File: src/design/hse_pkg.sv
// ----------------------------------------------------------------------------
// hse_pkg
// Shared types, constants and codes for the histogram selectivity estimator.
// ----------------------------------------------------------------------------
`default_nettype none

package hse_pkg;

  localparam int MAX_BUCKETS_DEF = 64;
  localparam int VALUE_BITS_DEF  = 32;

  // Q1.16 constants
  localparam logic [16:0] Q_ONE  = 17'd65536;
  localparam logic [16:0] Q_P01  = 17'd655;
  localparam logic [16:0] Q_P99  = 17'd64881;
  localparam logic [16:0] Q_P33  = 17'd21627;
  localparam logic [16:0] Q_HALF = 17'd32768;

  // configuration register indexes
  localparam logic CFG_BUCKET_COUNT = 1'b0;
  localparam logic CFG_DISTINCT     = 1'b1;

  // request kinds
  localparam logic REQ_WRITE = 1'b0;
  localparam logic REQ_QUERY = 1'b1;

  typedef enum logic [2:0] {
    OP_EQ    = 3'd0,
    OP_NE    = 3'd1,
    OP_LT    = 3'd2,
    OP_LE    = 3'd3,
    OP_GT    = 3'd4,
    OP_GE    = 3'd5,
    OP_RANGE = 3'd6,
    OP_DIST  = 3'd7
  } op_t;

  typedef struct packed {
    logic               req_type;
    logic [6:0]         bound_slot;
    logic signed [31:0] bound_word;
    logic [2:0]         predicate_op;
    logic signed [31:0] value_a;
    logic signed [31:0] value_b;
  } in_t;

  typedef struct packed {
    logic [16:0] selectivity;
    logic [31:0] distinct_estimate;
  } out_t;

  typedef enum logic [4:0] {
    S_IDLE,
    S_L_INIT,
    S_L_B0,
    S_L_BN,
    S_SCAN_RD,
    S_SCAN_CHK,
    S_SRCH,
    S_SRCH_MID,
    S_SRCH_MID1,
    S_PART,
    S_PART_LO,
    S_PART_HI,
    S_FRAC,
    S_DGO,
    S_L_DIV,
    S_E_INIT,
    S_E_B0,
    S_E_BN,
    S_E_DIV,
    S_FIN,
    S_MUL,
    S_OUT
  } state_t;

  typedef enum logic [2:0] {
    A_ZERO, A_N, A_IP1, A_MID, A_MID1, A_B, A_B1
  } addr_t;

  typedef enum logic [1:0] { PICK_NONE, PICK_A, PICK_B } pick_t;
  typedef enum logic [1:0] { L_HALF, L_ZERO, L_ONE, L_DIV } l_src_t;
  typedef enum logic [1:0] { E_P01, E_ZERO, E_DIV } e_src_t;
  typedef enum logic [1:0] { P_ZERO, P_ONE, P_FRAC } p_src_t;

  typedef struct packed {
    logic   wr_bound;
    logic   accept_q;
    pick_t  pick;
    addr_t  addr;
    logic   l_wr;
    l_src_t l_src;
    logic   e_wr;
    e_src_t e_src;
    logic   p_wr;
    p_src_t p_src;
    logic   scan_init;
    logic   scan_inc;
    logic   srch_init;
    logic   set_hi_mid;
    logic   set_lo_mid1;
    logic   set_lo_mid;
    logic   cap_lo;
    logic   frac_start;
    logic   div_start_l;
    logic   div_start_e;
    logic   fin;
    logic   mul;
    logic   out_strobe;
  } cmd_t;

  typedef struct packed {
    logic is_query;
    logic need_lb;
    logic need_la;
    logic need_e;
    logic skip;
    logic no_data;
    logic d_zero;
    logic v_le_rd;
    logic v_lt_rd;
    logic scan_end;
    logic lo_lt_hi;
    logic b_lt_n;
    logic hi_gt_lo;
    logic v_le_lo;
    logic v_ge_hi;
    logic frac_busy;
    logic div_busy;
  } sts_t;

endpackage

`default_nettype wire

File: src/design/hse_ctrl.sv
// ----------------------------------------------------------------------------
// hse_ctrl
// Sequencer: bound search, partial fraction, divisions and result strobe.
// ----------------------------------------------------------------------------
`default_nettype none

module hse_ctrl (
  input  wire logic          clk,
  input  wire logic          rst_n,
  input  wire logic          start,
  input  wire hse_pkg::sts_t sts,
  output logic               busy,
  output hse_pkg::cmd_t      cmd
);

  hse_pkg::state_t state_r, state_nxt;
  logic            l_done;
  logic            lb_phase;
  logic            cur_is_b_r;

  always_ff @(posedge clk) begin
    if (!rst_n) begin
      state_r <= hse_pkg::S_IDLE;
    end else begin
      state_r <= state_nxt;
    end
  end

  assign busy = (state_r != hse_pkg::S_IDLE);

  // first L of a range query works on the high end
  assign lb_phase = l_done && cur_is_b_r;

  always_ff @(posedge clk) begin
    if (!rst_n) begin
      cur_is_b_r <= 1'b0;
    end else if (cmd.pick == hse_pkg::PICK_A) begin
      cur_is_b_r <= 1'b0;
    end else if (cmd.pick == hse_pkg::PICK_B) begin
      cur_is_b_r <= 1'b1;
    end
  end

  // next state
  always_comb begin
    state_nxt = state_r;
    case (state_r)
      hse_pkg::S_IDLE: begin
        if (start && sts.is_query) begin
          if (sts.skip) state_nxt = hse_pkg::S_FIN;
          else if (sts.need_lb || sts.need_la) state_nxt = hse_pkg::S_L_INIT;
          else state_nxt = hse_pkg::S_E_INIT;
        end
      end
      hse_pkg::S_L_INIT: state_nxt = sts.no_data ? hse_pkg::S_FIN : hse_pkg::S_L_B0;
      hse_pkg::S_L_B0:   state_nxt = sts.v_le_rd ? hse_pkg::S_FIN : hse_pkg::S_L_BN;
      hse_pkg::S_L_BN:   state_nxt = !sts.v_le_rd ? hse_pkg::S_FIN : hse_pkg::S_SCAN_RD;
      hse_pkg::S_SCAN_RD: state_nxt = hse_pkg::S_SCAN_CHK;
      hse_pkg::S_SCAN_CHK: begin
        if (sts.v_lt_rd || sts.scan_end) state_nxt = hse_pkg::S_SRCH;
        else state_nxt = hse_pkg::S_SCAN_RD;
      end
      hse_pkg::S_SRCH: state_nxt = sts.lo_lt_hi ? hse_pkg::S_SRCH_MID : hse_pkg::S_PART;
      hse_pkg::S_SRCH_MID: state_nxt = sts.v_lt_rd ? hse_pkg::S_SRCH : hse_pkg::S_SRCH_MID1;
      hse_pkg::S_SRCH_MID1: state_nxt = !sts.v_lt_rd ? hse_pkg::S_SRCH : hse_pkg::S_PART;
      hse_pkg::S_PART:    state_nxt = sts.b_lt_n ? hse_pkg::S_PART_LO : hse_pkg::S_DGO;
      hse_pkg::S_PART_LO: state_nxt = hse_pkg::S_PART_HI;
      hse_pkg::S_PART_HI: begin
        if (sts.hi_gt_lo && !sts.v_le_lo && !sts.v_ge_hi) state_nxt = hse_pkg::S_FRAC;
        else state_nxt = hse_pkg::S_DGO;
      end
      hse_pkg::S_FRAC:  state_nxt = sts.frac_busy ? hse_pkg::S_FRAC : hse_pkg::S_DGO;
      hse_pkg::S_DGO:   state_nxt = hse_pkg::S_L_DIV;
      hse_pkg::S_L_DIV: state_nxt = sts.div_busy ? hse_pkg::S_L_DIV : hse_pkg::S_FIN;
      hse_pkg::S_E_INIT: state_nxt = (sts.no_data || sts.d_zero) ? hse_pkg::S_FIN
                                                                 : hse_pkg::S_E_B0;
      hse_pkg::S_E_B0: state_nxt = sts.v_lt_rd ? hse_pkg::S_FIN : hse_pkg::S_E_BN;
      hse_pkg::S_E_BN: state_nxt = !sts.v_le_rd ? hse_pkg::S_FIN : hse_pkg::S_E_DIV;
      hse_pkg::S_E_DIV: state_nxt = sts.div_busy ? hse_pkg::S_E_DIV : hse_pkg::S_FIN;
      hse_pkg::S_FIN: state_nxt = hse_pkg::S_MUL;
      hse_pkg::S_MUL: state_nxt = hse_pkg::S_OUT;
      hse_pkg::S_OUT: state_nxt = hse_pkg::S_IDLE;
      default:        state_nxt = hse_pkg::S_IDLE;
    endcase
    // an L figure just finished: second operand, equality, or combine
    if (state_nxt == hse_pkg::S_FIN && state_r != hse_pkg::S_IDLE
        && state_r != hse_pkg::S_E_INIT && state_r != hse_pkg::S_E_B0
        && state_r != hse_pkg::S_E_BN && state_r != hse_pkg::S_E_DIV) begin
      if (cmd.pick == hse_pkg::PICK_A && sts.need_lb && sts.need_la && lb_phase)
        state_nxt = hse_pkg::S_L_INIT;
      else if (sts.need_e)
        state_nxt = hse_pkg::S_E_INIT;
    end
  end

  // outputs
  always_comb begin
    cmd    = '0;
    l_done = 1'b0;
    case (state_r)
      hse_pkg::S_IDLE: begin
        if (start && !sts.is_query) cmd.wr_bound = 1'b1;
        if (start && sts.is_query) begin
          cmd.accept_q = 1'b1;
          cmd.pick     = sts.need_lb ? hse_pkg::PICK_B : hse_pkg::PICK_A;
        end
      end
      hse_pkg::S_L_INIT: begin
        cmd.addr = hse_pkg::A_ZERO;
        if (sts.no_data) begin
          cmd.l_wr = 1'b1; cmd.l_src = hse_pkg::L_HALF; l_done = 1'b1;
        end
      end
      hse_pkg::S_L_B0: begin
        cmd.addr = hse_pkg::A_N;
        if (sts.v_le_rd) begin
          cmd.l_wr = 1'b1; cmd.l_src = hse_pkg::L_ZERO; l_done = 1'b1;
        end
      end
      hse_pkg::S_L_BN: begin
        if (!sts.v_le_rd) begin
          cmd.l_wr = 1'b1; cmd.l_src = hse_pkg::L_ONE; l_done = 1'b1;
        end else begin
          cmd.scan_init = 1'b1;
        end
      end
      hse_pkg::S_SCAN_RD: cmd.addr = hse_pkg::A_IP1;
      hse_pkg::S_SCAN_CHK: begin
        if (!sts.v_lt_rd) cmd.scan_inc = 1'b1;
        if (sts.v_lt_rd || sts.scan_end) cmd.srch_init = 1'b1;
      end
      hse_pkg::S_SRCH: cmd.addr = hse_pkg::A_MID;
      hse_pkg::S_SRCH_MID: begin
        cmd.addr = hse_pkg::A_MID1;
        if (sts.v_lt_rd) cmd.set_hi_mid = 1'b1;
      end
      hse_pkg::S_SRCH_MID1: begin
        if (!sts.v_lt_rd) cmd.set_lo_mid1 = 1'b1;
        else cmd.set_lo_mid = 1'b1;
      end
      hse_pkg::S_PART: begin
        cmd.addr = hse_pkg::A_B;
        if (!sts.b_lt_n) begin
          cmd.p_wr = 1'b1; cmd.p_src = hse_pkg::P_ZERO;
        end
      end
      hse_pkg::S_PART_LO: begin
        cmd.addr   = hse_pkg::A_B1;
        cmd.cap_lo = 1'b1;
      end
      hse_pkg::S_PART_HI: begin
        if (!sts.hi_gt_lo || sts.v_le_lo) begin
          cmd.p_wr = 1'b1; cmd.p_src = hse_pkg::P_ZERO;
        end else if (sts.v_ge_hi) begin
          cmd.p_wr = 1'b1; cmd.p_src = hse_pkg::P_ONE;
        end else begin
          cmd.frac_start = 1'b1;
        end
      end
      hse_pkg::S_FRAC: begin
        if (!sts.frac_busy) begin
          cmd.p_wr = 1'b1; cmd.p_src = hse_pkg::P_FRAC;
        end
      end
      hse_pkg::S_DGO: cmd.div_start_l = 1'b1;
      hse_pkg::S_L_DIV: begin
        if (!sts.div_busy) begin
          cmd.l_wr = 1'b1; cmd.l_src = hse_pkg::L_DIV; l_done = 1'b1;
        end
      end
      hse_pkg::S_E_INIT: begin
        cmd.addr = hse_pkg::A_ZERO;
        if (sts.no_data || sts.d_zero) begin
          cmd.e_wr = 1'b1; cmd.e_src = hse_pkg::E_P01;
        end
      end
      hse_pkg::S_E_B0: begin
        cmd.addr = hse_pkg::A_N;
        if (sts.v_lt_rd) begin
          cmd.e_wr = 1'b1; cmd.e_src = hse_pkg::E_ZERO;
        end
      end
      hse_pkg::S_E_BN: begin
        if (!sts.v_le_rd) begin
          cmd.e_wr = 1'b1; cmd.e_src = hse_pkg::E_ZERO;
        end else begin
          cmd.div_start_e = 1'b1;
        end
      end
      hse_pkg::S_E_DIV: begin
        if (!sts.div_busy) begin
          cmd.e_wr = 1'b1; cmd.e_src = hse_pkg::E_DIV;
        end
      end
      hse_pkg::S_FIN: cmd.fin = 1'b1;
      hse_pkg::S_MUL: cmd.mul = 1'b1;
      hse_pkg::S_OUT: cmd.out_strobe = 1'b1;
      default: ;
    endcase
    // leaving an L figure always moves to operand a
    if (l_done) cmd.pick = hse_pkg::PICK_A;
  end

endmodule

`default_nettype wire

File: config.mk
export PLATFORM = sky130hd
export DESIGN_NAME = hse_ctrl
export DESIGN_NICKNAME = d
export VERILOG_FILES = /design/src/design/hse_pkg.sv /design/src/design/hse_ctrl.sv
export SDC_FILE = /design/constraint.sdc
export NUM_CORES = 1
export LEC_CHECK = 0
export BUFFER_PORTS_ARGS = -buffer_cell sky130_fd_sc_hd__buf_2
export CORE_MARGIN = 10
export CORE_UTILIZATION = 44
export DETAILED_ROUTE_END_ITERATION = 8
export PLACE_DENSITY = 0.86
export SLEW_MARGIN = 10
export SYNTH_ARGS = -nofsm -noshare
export SYNTH_HDL_FRONTEND = slang
export SYNTH_SLANG_ARGS = --single-unit
File: constraint.sdc
create_clock -name clk -period 1.9 [get_ports clk]
set_input_delay 0.38 -clock clk [delete_from_list [all_inputs] [get_ports clk]]
set_output_delay 0.38 -clock clk [all_outputs]
set_load 0.02 [all_outputs]
; Word-level counts from Yosys, hierarchy flattened
; Cells that the tools add are included.
[word_totals]
register_bits = 6
latchBits = 0
mem_bits_rw = 0
rom_bits = 0
output_inout_bits = 30
elab_cells = 120
n_memories = 0
[classes]
add_sub_neg = 0
n_mul = 0
n_div = 0
magnitude_cmp = 0
n_eq_ne = 28
shifts = 0
muxes = 64
bitwise = 1
n_reduce_logical = 25
[op_table]
columns = op, n
row1 = $pmux 5 s21, 1
row2 = $mux 5, 9
row3 = $mux 3, 14
row4 = $eq 5x4->1 const B, 8
row5 = $eq 5x5->1 const B, 7
row6 = $pmux 3 s4, 2
row7 = $mux 1, 23
row8 = $eq 5x3->1 const B, 4
row9 = $mux 4, 5
row10 = $pmux 3 s6, 1
row11 = $ne 5x5->1 const B, 3
row12 = $mux 2, 7
row13 = $logic_and 1x1->1, 13
row14 = $eq 5x2->1 const B, 2
row15 = $pmux 3 s3, 1
row16 = $eq 5x1->1 const B, 1
row17 = $logic_not 5->1, 1
row18 = $ne 5x4->1 const B, 1
row19 = $reduce_bool 5->1, 1
row20 = $logic_not 1->1, 4
row21 = $logic_or 1x1->1, 4
row22 = $pmux 1 s4, 1
row23 = $reduce_or 2->1, 2
row24 = $eq 2x1->1 const B, 1
row25 = 2 further kinds, 2

; Logic depth before layout (Yosys ltp)
[logic_depth]
depth_word = 12
mapped_depth = 7
mapped_depth_nobuf = 6

; Worst setup path before layout
; OpenSTA, ideal clock, no wires.
[synth_timing]
kind = register -> output
startpoint = register state_r[3]
endpoint = output cmd[18] in the netlist's numbering
arrival_ns = 2.211
required_time_ns = 1.520
slack_ns = -0.691
stages_incl_launch_ff = 6
path_buffers = 1
cell_sequence = dfxtp_1 buf_2 nor2_1 nand2_1 a2111oi_0 or2_2
[synth_lines]
columns = element, line
row1 = from (decl), hse_ctrl.sv:16  ; hse_pkg::state_t state_r, state_nxt;
row2 = from (signal assigned), hse_ctrl.sv:23  ; state_r <= hse_pkg::S_IDLE;
row3 = from (signal assigned), hse_ctrl.sv:25  ; state_r <= state_nxt;
row4 = to (decl), hse_ctrl.sv:13  ; output hse_pkg::cmd_t cmd

==> results.ini <==
[worst_setup_path]
critPathMaxStageDelay_ns = 0.41
crit_end = cmd[25]
end_kind = primary output
cp_max_fo = 6
critPathKind = reg2out
cp.arrival_ns = 1.65
required_ns = 1.52
start_kind = flip-flop
rrSetupSlack_ns = 0.03
cp-startpoint = state_r[2]
cp_cell_sequence = or3_4 -> o32ai_4 -> a21oi_4 -> o31ai_2 -> buf_4
r2r_start = state_r[0]
reg2reg_to = state_r[3]
critPathSlowestCell = or3_4
r2r_cells = 8

[sta]
skew_ns = 0.00577
fmax_ghz = 0.494
maxSlewViolCount = 0
final-hold-violation-count = 0
setup_viol = 12
fin_crit_sh_pct = 107
setup_slack_ns = -0.125
worst_slew_pin_slew_ns = 0.568
rsz0062_at_grt = yes
relSlewSlack_pct = 61.9
fin_tns_setup_ns = -0.525
period_needed_ns = 2.03

[global_route]
antenna_found_initial = 0
grt-ovfl-total = 0
grt_use_total_pct = 19.2
grt_max_degree = 18
grt_pass1_wl_um = 6740
grt_pass1_vias = 1498

[routing]
via_per_inst = 6.53
drt-total-wl_um = 4770
routedWlPerCell_um = 20.4
vias = 1528
post-route-drc-count = 0
drt-pass1-iter-count = 4
postRouteAntennaNets = 0
drt_iter0_drc = 171

[placement]
place.gp.congestion = 0.961
place_ws_ns = -0.0646
postPlaceCellArea_mm2 = 0.00138
post-dp-hpwl_um = 3170
io_buffers = 49

[floorplan]
start_util_pct = 46.7
die_h_um = 65.8
coreArea_mm2 = 0.00198
row_count = 16
io_pins = 50
die_area_mm2 = 0.00433
dieWidth_um = 65.8

[pwr]
cellLeakagePower_nw = 0.736
power.density_mw_per_mm2 = 1530
ir_drop_v = 0.00124

[worst_hold_path]
hp-class = in2reg

[logic_synthesis]
synthFlopType = dfxtp_1
synthArstFlopShare_pct = 0
synth_cell_types = 48
yosysSeqAreaShare_pct = 13.0
synthTopCellsByArea = dfxtp_1 (13%), a21oi_1 (7.6%), nor3_1 (7.6%)
synth_top_area_share_pct = 13.0
synth_area_leader_cell = dfxtp_1
yosys_warnings = 0
avgSynthCellArea_um2 = 6.47
synth-seq-cells = 6
synth_cells = 143
syn_nets = 163
synth_area_um2 = 925
synth_edf_count = 0

[clocking]
cts_buffers = 3
cts_buffer_depth = 2
cts_sinks = 6
cts_tree = built
cts_root_buf = clkbuf_4
clock_latency_ns = 0.25
htree_levels = 1
clkSlewWorstSetupHoldPaths_ns = 0.04

[job]
cap_violations = 0

[run_status]
violations = negative setup slack
status = complete, but fails checks

[final_layout]
mostFrequentLayoutCells = buf_2 (39), buf_4 (27), nor2_1 (15), a21oi_1 (13), nor3_1 (10)
layout_commonest_cell = buf_2
fin_area_mm2 = 0.00168
final_layout_size_suffix_gt1_share_pct = 57.5
nNetsFinal = 229
antennaDiodeCount = 0
areaGrowthSynthToFinish_pct = 81.2

-- through the flow --
| step | power (mW) | util (%) | hold slack (ns) | instances |
|---|---|---|---|---|
| floorplan | 1.25 | - | 0.479 | 143 |
| CTS | 2.27 | 77.8 | 0.332 | 234 |
| finish | 2.57 | 84.5 | 0.363 | 234 |
| global placement | 1.82 | 69.8 | 0.582 | 227 |
| global route | 2.69 | 84.5 | 0.368 | 234 |
| detailed placement | 1.89 | 69.8 | 0.606 | 227 |
-- how the worst min path moves through the flow --
stage | end | from | depth (start not counted)
after floorplan | state_r[4] | sts[13] | 1
after global placement | cur_is_b_r | cur_is_b_r | 2
after detailed placement | state_r[4] | sts[13] | 2
after CTS | state_r[4] | sts[13] | 2
after global routing | state_r[4] | sts[13] | 2
final | state_r[4] | sts[13] | 2
-- cell usage after synthesis, types with 2 or more instances --
library cell,count
a21oi_1,14
or3_1,3
or3b_2,2
nor3b_1,3
o21bai_1,2
inv_1,2
buf_1,2
nor2b_1,7
mux2i_1,2
nor3_1,14
buf_4,2
nand3_1,2
o21ai_0,4
nand2b_1,5
nor2_1,18
clkbuf_1,4
dfxtp_1,6
nand2_1,11
buf_2,5
o31ai_1,2
a211oi_1,3
o32ai_1,2
o22ai_1,2
a2111oi_0,2
-- cells by family (layout without fill, tap and decap cells) --
family | Yosys count | count (layout) | synth area share (%)
AND/OR/NAND/NOR | 75 | 75 | 42.8
AO/OA/AOI/OAI | 44 | 44 | 34.1
buffers and inverters | 16 | 80 | 7.98
flip-flops | 6 | 6 | 13.0
multiplexers | 2 | 2 | 2.17
-- power by group --
group | leakage, nW | switching [mW] | internal (mW) | total (mW)
clock network | 0.0138 | 0.0490 | 0.0716 | 0.121
logic | 0.670 | 1.20 | 0.975 | 2.17
registers | 0.0526 | 0.0794 | 0.196 | 0.275
-- what timing repair did --
action / 4_1_cts / 5_1_grt
pin swaps: 2 / 1
cloned: 1 / 0
buffers inserted: 3 / 0
setup endpoints to repair: 22 / 22
hold buffers: 0 / 0
resized for setup: 25 / 32
-- flip-flops by register name, indices dropped and copies added (netlist names) --
register    count
cur_is_b_r      1
state_r         5
-- cell type report --
| cell class | instances | area (um^2) |
|---|---|---|
| Clock buffer | 3 | 22.5 |
| Fill cell | 104 | 307 |
| Inverter | 3 | 11.3 |
| Multi-Input combinational cell | 121 | 930 |
| Sequential cell | 6 | 139 |
| Tap cell | 27 | 33.8 |
| Timing Repair Buffer | 74 | 539 |
-- per-layer routing --
layer | GRT usage, % | routed length [um]
met1 | 18.5 | 1630
met2 | 33.6 | 2240
met3 | 6.44 | 538
met4 | 13.4 | 357
met5 | 0 | 0
-- worst max-delay path: cells and delay by family (launching register included) --
kind / cells / cell delay, ns
buf+inv: 1 / 0.18
compound gates: 3 / 0.44
simple gates: 1 / 0.41
flops: 1 / 0.36
Power figures use the tool's default switching activity.
